$ cat src/rtl/core/pnr_pkg.sv
package pnr_pkg;

	localparam logic [15:0] OUTPUT_RATE_RST = 16'd44100;
	localparam logic [15:0] PATCH_TYPE_PCM  = 16'd3;
	localparam logic [31:0] LEN_OVERHEAD    = 32'd32;
	localparam logic [4:0]  PCM_START       = 5'd24;
	localparam logic [4:0]  HDR_CHECK_POS   = 5'd7;
	localparam logic [7:0]  SAMPLE_BIAS     = 8'h80;

	// budget only needs to cover acc + 2*src_rate, so it is saturated
	localparam int BUDGET_W = 18;
	localparam int ACC_W    = 17;

	localparam int CMDQ_DEPTH = 4;
	localparam int CMDQ_AW    = 2;

	typedef enum logic [1:0] {
		ST_SAMPLE    = 2'd0,
		ST_BAD_TYPE  = 2'd1,
		ST_BAD_LEN   = 2'd2,
		ST_NO_SAMPLE = 2'd3
	} status_t;

	typedef enum logic {
		BK_IDLE,
		BK_RUN
	} back_state_t;

	typedef struct packed {
		logic                is_err;
		status_t             err_status;
		logic [15:0]         sample;
		logic [15:0]         src_rate;
		logic [BUDGET_W-1:0] budget;
		logic                first;
		logic                last_byte;
	} cmd_t;

endpackage

$ cat src/rtl/core/pnr_ifs.sv
interface pnr_in_if;
	logic       valid;
	logic       ready;
	logic [7:0] data_byte;
	logic       patch_start;

	modport source (output valid, output data_byte, output patch_start, input ready);
	modport sink (input valid, input data_byte, input patch_start, output ready);
endinterface

interface pnr_out_if;
	logic               valid;
	logic               ready;
	logic signed [15:0] left_sample;
	logic signed [15:0] right_sample;
	logic [1:0]         status;
	logic               last;

	modport source (output valid, output left_sample, output right_sample,
		output status, output last, input ready);
	modport sink (input valid, input left_sample, input right_sample,
		input status, input last, output ready);
endinterface

$ cat src/rtl/core/pnr_cmdq.sv
module pnr_cmdq
	import pnr_pkg::*;
(
	input  logic clk,
	input  logic arst_n,
	input  logic push,
	input  cmd_t push_data,
	output logic full,
	input  logic pop,
	output logic valid,
	output cmd_t head
);

	cmd_t               mem_q [CMDQ_DEPTH];
	logic [CMDQ_AW-1:0] wr_ptr_q;
	logic [CMDQ_AW-1:0] rd_ptr_q;
	logic [CMDQ_AW:0]   count_q;

	assign full  = (count_q == (CMDQ_AW+1)'(CMDQ_DEPTH));
	assign valid = (count_q != '0);
	assign head  = mem_q[rd_ptr_q];

	always_ff @(posedge clk) begin
		if (push) begin
			mem_q[wr_ptr_q] <= push_data;
		end
	end

	always_ff @(posedge clk or negedge arst_n) begin
		if (!arst_n) begin
			wr_ptr_q <= '0;
			rd_ptr_q <= '0;
			count_q  <= '0;
		end else begin
			if (push) begin
				wr_ptr_q <= wr_ptr_q + 1'b1;
			end
			if (pop) begin
				rd_ptr_q <= rd_ptr_q + 1'b1;
			end
			if (push && !pop) begin
				count_q <= count_q + 1'b1;
			end else if (pop && !push) begin
				count_q <= count_q - 1'b1;
			end
		end
	end

	a_no_overflow: assert property (@(posedge clk) disable iff (!arst_n)
		full && !pop |-> !push)
		else $error("cmdq push while full");

	a_no_underflow: assert property (@(posedge clk) disable iff (!arst_n)
		pop |-> valid && $past(count_q) <= (CMDQ_AW+1)'(CMDQ_DEPTH))
		else $error("cmdq pop while empty");

endmodule

$ cat src/rtl/core/pnr_front.sv
module pnr_front
	import pnr_pkg::*;
#(
	parameter int MAX_RUN = 64
)
(
	input  logic          clk,
	input  logic          arst_n,
	input  logic [15:0]   output_rate,
	pnr_in_if.sink        in_ch,
	output logic          push,
	output cmd_t          push_data,
	input  logic          q_full
);

	localparam int CAP_W = $clog2(MAX_RUN + 1) + 16;

	logic [4:0]  pos_q, pos_c, pos_d;
	logic [15:0] type_q, type_c, type_d;
	logic [15:0] sr_q, sr_c, sr_d;
	logic [31:0] len_q, len_c, len_d;
	logic [31:0] left_q, left_c, left_d;
	logic        done_q, done_c, done_d;
	logic        first_q, first_d;
	logic [31:0] len_full;
	logic [CAP_W-1:0] run_cap;
	logic [47:0] budget_prod;
	logic        accept;
	logic [7:0]  b;

	assign in_ch.ready = !q_full;
	assign accept      = in_ch.valid && in_ch.ready;
	assign b           = in_ch.data_byte;

	assign len_full    = {b, len_q[23:0]};
	assign run_cap     = CAP_W'(MAX_RUN) * CAP_W'(sr_q);
	assign budget_prod = 48'(left_q) * 48'(output_rate);

	always_comb begin
		pos_c   = pos_q;
		type_c  = type_q;
		sr_c    = sr_q;
		len_c   = len_q;
		left_c  = left_q;
		done_c  = done_q;
		if (in_ch.patch_start) begin
			pos_c  = '0;
			type_c = '0;
			sr_c   = '0;
			len_c  = '0;
			left_c = '0;
			done_c = 1'b0;
		end

		pos_d     = pos_q;
		type_d    = type_q;
		sr_d      = sr_q;
		len_d     = len_q;
		left_d    = left_q;
		done_d    = done_q;
		first_d   = first_q;
		push      = 1'b0;
		push_data = '0;

		if (accept) begin
			pos_d  = pos_c;
			type_d = type_c;
			sr_d   = sr_c;
			len_d  = len_c;
			left_d = left_c;
			done_d = done_c;
			if (!done_c) begin
				if (pos_c < PCM_START) begin
					pos_d = pos_c + 5'd1;
					case (pos_c)
						5'd0: type_d[7:0]   = b;
						5'd1: type_d[15:8]  = b;
						5'd2: sr_d[7:0]     = b;
						5'd3: sr_d[15:8]    = b;
						5'd4: len_d[7:0]    = b;
						5'd5: len_d[15:8]   = b;
						5'd6: len_d[23:16]  = b;
						5'd7: len_d[31:24]  = b;
						default: ;
					endcase
					if (pos_c == HDR_CHECK_POS) begin
						if (type_c != PATCH_TYPE_PCM) begin
							push                 = 1'b1;
							push_data.is_err     = 1'b1;
							push_data.err_status = ST_BAD_TYPE;
							done_d               = 1'b1;
						end else if (len_full <= LEN_OVERHEAD || sr_c == '0 ||
							CAP_W'(output_rate) > run_cap) begin
							push                 = 1'b1;
							push_data.is_err     = 1'b1;
							push_data.err_status = ST_BAD_LEN;
							done_d               = 1'b1;
						end else begin
							left_d  = len_full - LEN_OVERHEAD;
							first_d = 1'b1;
						end
					end
				end else if (left_c == '0) begin
					done_d = 1'b1;
				end else begin
					push                = 1'b1;
					push_data.sample    = {b ^ SAMPLE_BIAS, 8'h00};
					push_data.src_rate  = sr_c;
					push_data.budget    = (budget_prod[47:BUDGET_W] != '0) ? '1 :
						budget_prod[BUDGET_W-1:0];
					push_data.first     = first_q;
					push_data.last_byte = (left_c == 32'd1);
					first_d             = 1'b0;
					left_d              = left_c - 32'd1;
					if (left_c == 32'd1) begin
						done_d = 1'b1;
					end
				end
			end
		end
	end

	always_ff @(posedge clk or negedge arst_n) begin
		if (!arst_n) begin
			pos_q   <= '0;
			type_q  <= '0;
			sr_q    <= '0;
			len_q   <= '0;
			left_q  <= '0;
			done_q  <= 1'b1;
			first_q <= 1'b0;
		end else begin
			pos_q   <= pos_d;
			type_q  <= type_d;
			sr_q    <= sr_d;
			len_q   <= len_d;
			left_q  <= left_d;
			done_q  <= done_d;
			first_q <= first_d;
		end
	end

endmodule

$ cat src/rtl/core/pnr_back.sv
module pnr_back
	import pnr_pkg::*;
#(
	parameter int MAX_RUN = 64
)
(
	input  logic         clk,
	input  logic         arst_n,
	input  logic [15:0]  output_rate,
	input  logic         q_valid,
	input  cmd_t         q_data,
	output logic         q_pop,
	pnr_out_if.source    out_ch
);

	localparam int IT_W = $clog2(MAX_RUN);

	back_state_t         state_q, state_d;
	cmd_t                cmd_q;
	logic [ACC_W-1:0]    acc_q;
	logic [ACC_W-1:0]    phase_q;
	logic [IT_W-1:0]     iter_q;
	logic                any_q;

	logic                out_valid_q;
	logic [15:0]         out_sample_q;
	status_t             out_status_q;
	logic                out_last_q;

	logic [BUDGET_W-1:0] acc0, acc1, acc2, dr, sr, acc_fin;
	logic [ACC_W-1:0]    phase_new, phase_nx;
	logic                cont, emit, next_cont, next_emit, fin;
	logic                slot_free, need_out, advance, load;
	logic [15:0]         o_sample;
	status_t             o_status;
	logic                o_last;

	assign slot_free = !out_valid_q || out_ch.ready;

	assign acc0 = BUDGET_W'(acc_q);
	assign dr   = BUDGET_W'(output_rate);
	assign sr   = BUDGET_W'(cmd_q.src_rate);
	assign acc1 = acc0 + sr;
	assign acc2 = acc0 + {sr[BUDGET_W-2:0], 1'b0};

	assign cont      = (acc0 < dr);
	assign emit      = cont && (acc1 <= cmd_q.budget);
	assign next_cont = cont && (iter_q != IT_W'(MAX_RUN - 1)) && (acc1 < dr);
	assign next_emit = next_cont && (acc2 <= cmd_q.budget);
	assign fin       = cmd_q.is_err || !next_cont;
	assign acc_fin   = cont ? acc1 : acc0;
	assign phase_new = (acc_fin >= dr) ? ACC_W'(acc_fin - dr) : '0;

	always_comb begin
		need_out = 1'b0;
		o_sample = '0;
		o_status = ST_SAMPLE;
		o_last   = 1'b0;
		if (cmd_q.is_err) begin
			need_out = 1'b1;
			o_status = cmd_q.err_status;
			o_last   = 1'b1;
		end else if (emit) begin
			need_out = 1'b1;
			o_sample = cmd_q.sample;
			o_last   = cmd_q.last_byte && !next_emit;
		end else if (fin && cmd_q.last_byte && !any_q) begin
			need_out = 1'b1;
			o_status = ST_NO_SAMPLE;
			o_last   = 1'b1;
		end
	end

	always_comb begin
		state_d  = state_q;
		advance  = 1'b0;
		load     = 1'b0;
		phase_nx = phase_q;
		case (state_q)
			BK_IDLE: begin
				if (q_valid) begin
					load    = 1'b1;
					state_d = BK_RUN;
				end
			end
			BK_RUN: begin
				advance = !need_out || slot_free;
				if (advance && fin) begin
					if (!cmd_q.is_err) begin
						phase_nx = phase_new;
					end
					load    = q_valid;
					state_d = q_valid ? BK_RUN : BK_IDLE;
				end
			end
			default: state_d = BK_IDLE;
		endcase
	end

	assign q_pop = load;

	always_ff @(posedge clk or negedge arst_n) begin
		if (!arst_n) begin
			state_q <= BK_IDLE;
		end else begin
			state_q <= state_d;
		end
	end

	always_ff @(posedge clk or negedge arst_n) begin
		if (!arst_n) begin
			phase_q     <= '0;
			acc_q       <= '0;
			iter_q      <= '0;
			any_q       <= 1'b0;
			out_valid_q <= 1'b0;
		end else begin
			phase_q <= phase_nx;
			if (load) begin
				acc_q  <= q_data.first ? '0 : phase_nx;
				iter_q <= '0;
				any_q  <= 1'b0;
			end else if (advance) begin
				acc_q  <= ACC_W'(acc1);
				iter_q <= iter_q + 1'b1;
				any_q  <= any_q | emit;
			end
			if (advance && need_out) begin
				out_valid_q <= 1'b1;
			end else if (out_ch.ready) begin
				out_valid_q <= 1'b0;
			end
		end
	end

	always_ff @(posedge clk) begin
		if (load) begin
			cmd_q <= q_data;
		end
		if (advance && need_out) begin
			out_sample_q <= o_sample;
			out_status_q <= o_status;
			out_last_q   <= o_last;
		end
	end

	assign out_ch.valid        = out_valid_q;
	assign out_ch.left_sample  = out_sample_q;
	assign out_ch.right_sample = out_sample_q;
	assign out_ch.status       = out_status_q;
	assign out_ch.last         = out_last_q;

	a_err_is_last: assert property (@(posedge clk) disable iff (!arst_n)
		out_valid_q && out_status_q != ST_SAMPLE |-> out_last_q && out_sample_q == '0)
		else $error("error item without last or with nonzero sample");

	a_pop_when_free: assert property (@(posedge clk) disable iff (!arst_n)
		q_pop |-> q_valid && (state_q == BK_IDLE || fin))
		else $error("command taken while previous one still running");

endmodule

$ cat src/rtl/core/pcm_patch_nearest_resampler.sv
// channel  dir  payload                                        accepted when
// in_ch    in   data_byte[7:0], patch_start                    valid && ready
// out_ch   out  left_sample, right_sample, status[1:0], last   valid && ready
// cfg      in   cfg_wdata[15:0] = output_rate                  cfg_we
//
// Header bytes are parsed in the front end.
// A sample byte runs k phase steps in the back end, k being about output_rate / source_rate
// and at most MAX_RUN; one output per cycle while out_ch is not stalled.
// A four-entry command queue sits between the two; in_ch.ready drops when it is full.
// out_ch is registered; a stalled output holds the back end only.
// arst_n clears all control state; output_rate resets to 44100.
module pcm_patch_nearest_resampler
	import pnr_pkg::*;
#(
	parameter int MAX_RUN = 64
)
(
	input  logic        clk,
	input  logic        arst_n,
	input  logic        cfg_we,
	input  logic [15:0] cfg_wdata,
	pnr_in_if.sink      in_ch,
	pnr_out_if.source   out_ch
);

	logic [15:0] output_rate_q;
	logic        push;
	cmd_t        push_data;
	logic        q_full;
	logic        q_pop;
	logic        q_valid;
	cmd_t        q_head;

	always_ff @(posedge clk or negedge arst_n) begin
		if (!arst_n) begin
			output_rate_q <= OUTPUT_RATE_RST;
		end else if (cfg_we) begin
			output_rate_q <= cfg_wdata;
		end
	end

	pnr_front #(.MAX_RUN(MAX_RUN)) u_front (
		.clk         (clk),
		.arst_n      (arst_n),
		.output_rate (output_rate_q),
		.in_ch       (in_ch),
		.push        (push),
		.push_data   (push_data),
		.q_full      (q_full)
	);

	pnr_cmdq u_cmdq (
		.clk       (clk),
		.arst_n    (arst_n),
		.push      (push),
		.push_data (push_data),
		.full      (q_full),
		.pop       (q_pop),
		.valid     (q_valid),
		.head      (q_head)
	);

	pnr_back #(.MAX_RUN(MAX_RUN)) u_back (
		.clk         (clk),
		.arst_n      (arst_n),
		.output_rate (output_rate_q),
		.q_valid     (q_valid),
		.q_data      (q_head),
		.q_pop       (q_pop),
		.out_ch      (out_ch)
	);

endmodule
$ cat src/flat_wrapper.sv
// flat-port wrapper written by rule: the top's interface ports become plain ports
module pcm_patch_nearest_resampler_flat import pnr_pkg::*;
#(
	parameter int MAX_RUN = 64
)
  (clk, arst_n, cfg_we, cfg_wdata, in_ch_valid, in_ch_data_byte, in_ch_patch_start, in_ch_ready, out_ch_valid, out_ch_left_sample, out_ch_right_sample, out_ch_status, out_ch_last, out_ch_ready);
  pnr_in_if in_ch_i ();
  pnr_out_if out_ch_i ();
  input  logic clk;
  input  logic arst_n;
  input  logic cfg_we;
  input  logic [15:0] cfg_wdata;
  input wire logic [$bits(in_ch_i.valid)-1:0] in_ch_valid;
  input wire logic [$bits(in_ch_i.data_byte)-1:0] in_ch_data_byte;
  input wire logic [$bits(in_ch_i.patch_start)-1:0] in_ch_patch_start;
  output wire logic [$bits(in_ch_i.ready)-1:0] in_ch_ready;
  output wire logic [$bits(out_ch_i.valid)-1:0] out_ch_valid;
  output wire logic [$bits(out_ch_i.left_sample)-1:0] out_ch_left_sample;
  output wire logic [$bits(out_ch_i.right_sample)-1:0] out_ch_right_sample;
  output wire logic [$bits(out_ch_i.status)-1:0] out_ch_status;
  output wire logic [$bits(out_ch_i.last)-1:0] out_ch_last;
  input wire logic [$bits(out_ch_i.ready)-1:0] out_ch_ready;
  assign in_ch_i.valid = in_ch_valid;
  assign in_ch_i.data_byte = in_ch_data_byte;
  assign in_ch_i.patch_start = in_ch_patch_start;
  assign in_ch_ready = in_ch_i.ready;
  assign out_ch_valid = out_ch_i.valid;
  assign out_ch_left_sample = out_ch_i.left_sample;
  assign out_ch_right_sample = out_ch_i.right_sample;
  assign out_ch_status = out_ch_i.status;
  assign out_ch_last = out_ch_i.last;
  assign out_ch_i.ready = out_ch_ready;
  pcm_patch_nearest_resampler #(.MAX_RUN(MAX_RUN)) u_core (.clk(clk), .arst_n(arst_n), .cfg_we(cfg_we), .cfg_wdata(cfg_wdata), .in_ch(in_ch_i), .out_ch(out_ch_i));
endmodule
$ cat config.mk
export PLATFORM = sky130hd
export DESIGN_NAME = pcm_patch_nearest_resampler_flat
export DESIGN_NICKNAME = d
export VERILOG_FILES = /design/src/rtl/core/pnr_pkg.sv /design/src/rtl/core/pnr_ifs.sv /design/src/rtl/core/pnr_cmdq.sv /design/src/rtl/core/pnr_front.sv /design/src/rtl/core/pnr_back.sv /design/src/rtl/core/pcm_patch_nearest_resampler.sv /design/src/flat_wrapper.sv
export SDC_FILE = /design/constraint.sdc
export NUM_CORES = 2
export LEC_CHECK = 0
export ABC_CLOCK_PERIOD_IN_PS = 6560
export BUFFER_PORTS_ARGS = -buffer_cell sky130_fd_sc_hd__buf_2
export CAP_MARGIN = 30
export CORE_MARGIN = 3
export CORE_UTILIZATION = 50
export CTS_CLUSTER_DIAMETER = 150
export CTS_CLUSTER_SIZE = 10
export DETAILED_ROUTE_END_ITERATION = 8
export PLACE_DENSITY = 0.77
export SYNTH_ARGS = -nofsm -noshare
export SYNTH_HDL_FRONTEND = slang
export SYNTH_SLANG_ARGS = --single-unit
$ cat constraint.sdc
create_clock -name clk -period 6.56 [get_ports clk]
set_input_delay 0.656 -clock clk [delete_from_list [all_inputs] [get_ports clk]]
set_output_delay 0.656 -clock clk [all_outputs]
set_load 0.02 [all_outputs]
==> run metrics <==
Flop pwr share=19.5%; Tcrit/Tclk final=112%; end of the worst register-to-register path=u_core.u_cmdq.mem_q[3][10]$_DFFE_PP_; pwr dens=442 nW/um^2; pin count of the biggest net entering global routing=99; initial drt markers=2809; Pins Over Slew Limit=0; Slowest cell on crit path=dfstp_4; layout cells sized above 1=17.0%; die area=80000 um^2; Synth area leader=fa_1; Synth area leaders=fa_1 22%, edfxtp_1 19%, dfrtp_1 10%, ha_1 8.4%, nand2_1 4.7%; Final Hold Fails=0; Worst path most repeated cell=fa_1; predominant post-synthesis flop cell=edfxtp_1; required time worst endpoint=6.86 ns; CP Max Fanout=6; Clk pin slew, worst setup/hold paths=0.06 ns; Final ANT Viol Nets=0; asr flop ratio synth=39.7%; Max-Cap Viols=0; drt first pass iters=7; register area share after synthesis=29.8%; hold path depth=3; Initial Util=50.9%; setup ws final=-0.784 ns; Netlist cell types=90; VDD IR max=0.399 mV; antenna violations before repair=3; combinational power share=68.1%; final setup fails=72; crit-path leading delay family=adder cells; first-pass GRT wire length=169000 um; Internal Power=0.0106 W; maximum clock path buffer count=3; share of the synthesized area in the top cell type=22.1%; WL/cell=20.9 um; total gr overflow=0; FF-to-FF Start=u_core.output_rate_q[2]$_DFFE_PN1P_; Ys Warns=0; FF-to-FF setup slack=-0.78 ns; share of total power in the clock network=12.4%; Routability Congestion=0.965; Worst-Skew Late Latency=0.60 ns; DRC viols=0; startpoint types=flop; Die H=283 um; WL final=107000 um; Net Switching=0.00899 W; Clk Tree Root Cell=clkbuf_16; CP Buf/Inv Count=6; port bufs=50; final setup TNS=-55.06 ns; via/cell ratio=5.87; die width=283 um; Max-slew headroom=28.2%; clock period minus worst slack=7.34 ns; R2R cell count=25; Tightest Pin Transition=1.07 ns; CTS H-Tree Depth=2; Avg Cell Area, Syn=10.0 um^2; Area Growth Syn to Fin=15.7%; fmax=0.136 GHz; total track usage=27.1%; CP max stage delay=0.69 ns; vias in the first global route=30788; site row count=100; outcome=complete, but fails checks; via count=30157; crit path kind=reg2reg; crit end category=flop; core area=75200 um^2; commonest cells after routing, fill and taps aside=472 x nand2_1, 414 x inv_1, 405 x fa_1, 340 x buf_4, 245 x edfxtp_1; Hold WC Path Type=in2reg; Mapped Cells=3817; RSZ-0062 raised after global routing=true; Worst EP arrival=7.64 ns; hold path endpoint=u_core.output_rate_q[4]$_DFFE_PN0P_; clk_skew=0.0373 ns; I/O pins=67; Yosys reg bits=406; failing checks=setup timing; final net count=4792; P_leak=18.4 nW; worst hold path startpoint=cfg_wdata[4]; Post-synth EDFFs=245; TritonCTS clock tree=done; pre-CTS setup slack=-0.939 ns; commonest non-fill, non-tap cell in the layout=nand2_1; DP Wirelength=81700 um; Clock Sink Count=406; synthesized area=38300 um^2; Sw Share=45.9%; TritonCTS Buffers=46
[worst register-to-register path: cells and delay by family (launching register included)]
family / cells / cell delay [ns]
AND/OR/NAND/NOR: 7 / 1.73
adder cells (fa/ha/maj): 7 / 2.92
buffers and inverters: 6 / 0.85
flip-flops: 1 / 0.69
AO/OA/AOI/OAI: 5 / 0.85
[cell usage after synthesis, types with 64 or more instances]
library cell / instances
nand2_1: 475
dfrtp_1: 154
xnor2_1: 64
nor2_1: 208
ha_1: 257
clkbuf_1: 187
inv_1: 425
edfxtp_1: 245
o21ai_0: 134
fa_1: 422
a21oi_1: 173
and2_1: 245
[how the worst max path moves through the flow]
| stage | endpoint | slack [ns] | startpoint | depth (start not counted) |
|---|---|---|---|---|
| 3_3_place_gp | u_core.u_cmdq.mem_q[2][2]$_DFFE_PP_ | -0.75 | u_core.output_rate_q[2]$_DFFE_PN1P_ | 23 |
| 4_1_cts | u_core.u_cmdq.mem_q[3][8]$_DFFE_PP_ | -0.69 | u_core.output_rate_q[2]$_DFFE_PN1P_ | 22 |
| 5_1_grt | u_core.u_cmdq.mem_q[2][15]$_DFFE_PP_ | -1.06 | u_core.output_rate_q[2]$_DFFE_PN1P_ | 26 |
| 2_1_floorplan | u_core.u_cmdq.mem_q[0][10]$_DFFE_PP_ | -0.33 | u_core.output_rate_q[15]$_DFFE_PN1P_ | 24 |
| 6_report | u_core.u_cmdq.mem_q[3][10]$_DFFE_PP_ | -0.78 | u_core.output_rate_q[2]$_DFFE_PN1P_ | 25 |
| 3_5_place_dp | u_core.u_cmdq.mem_q[1][8]$_DFFE_PP_ | -0.94 | u_core.output_rate_q[1]$_DFFE_PN0P_ | 24 |
[state kept, by name (all words and copies together), names as in the netlist, 2 cells and up]
name and count:
u_core.u_front.len_q 24, u_core.u_back.phase_q 17, u_core.u_front.pos_q 5, u_core.u_cmdq.wr_ptr_q 2
u_core.u_front.sr_q 16, u_core.u_cmdq.mem_q 188, u_core.u_cmdq.count_q 3, u_core.u_back.iter_q 6
u_core.u_cmdq.rd_ptr_q 2, u_core.u_back.cmd_q 46, u_core.u_front.type_q 16, u_core.u_front.left_q 32
u_core.u_back.acc_q 17, u_core.u_back.out_ch.status 2, u_core.u_back.out_ch.left_sample 8, u_core.output_rate_q 16
[power by group through the flow]
stage / Sequential [W] / Clock [W] / Combinational (W)
2_1_floorplan: 0.00373 / 0 / 0.00855
3_3_place_gp: 0.00384 / 0 / 0.0121
3_5_place_dp: 0.00386 / 0 / 0.0124
4_1_cts: 0.00382 / 0.00244 / 0.0126
5_1_grt: 0.00389 / 0.00255 / 0.0146
6_report: 0.00383 / 0.00242 / 0.0133
[cell families after synthesis]
family | synth area share, %
AO/OA/AOI/OAI | 11.3
XOR/XNOR | 2.31
adder cells (fa/ha/maj) | 30.5
buffers and inverters | 6.85
flip-flops | 29.8
multiplexers | 3.92
other | 0.00979
AND/OR/NAND/NOR | 15.4
[per-layer routing]
metal	part of all wire (%)	GRT usage [%]	vias up
met5	0.023	0	-
met4	5.5	12.8	4
met3	8.9	5.12	324
met2	47	44.8	1488
met1	38	34.8	14928
li1	-	-	13413
[per-stage QoR]
| step | area, um^2 | hold slack [ns] | util [%] | cells | total power (W) |
|---|---|---|---|---|---|
| 2_1_floorplan | 38800 | 0.360 | - | 3832 | 0.0123 |
| 3_3_place_gp | 42200 | 0.453 | 56.1 | 5034 | 0.0160 |
| 3_5_place_dp | 42200 | 0.464 | 56.1 | 5034 | 0.0163 |
| 4_1_cts | 43700 | 0.212 | 58.1 | 5121 | 0.0189 |
| 5_1_grt | 44300 | 0.294 | 58.9 | 5138 | 0.0211 |
| 6_report | 44300 | 0.266 | 58.9 | 5140 | 0.0196 |
[what timing repair did]
item | CTS | global route
pin swaps | 2 | 60
hold buffers | 0 | 1
hold endpoints to repair | 0 | 9
resized for setup | 24 | 102
setup endpoints to repair | 72 | 72
buffers inserted | 4 | 12
cloned | 0 | 2
[layout make-up]
cell class | count | area, um^2
antenna | 2 | 5.00
multi-input combinational | 2763 | 25000
clock inverter | 3 | 68.8
inverter | 427 | 1610
tap | 1020 | 1280
sequential | 406 | 11400
clock buffer | 80 | 1280
fill | 6033 | 30900
timing repair buffer | 439 | 3660
Note: power is estimated with default switching activity, not from simulation.
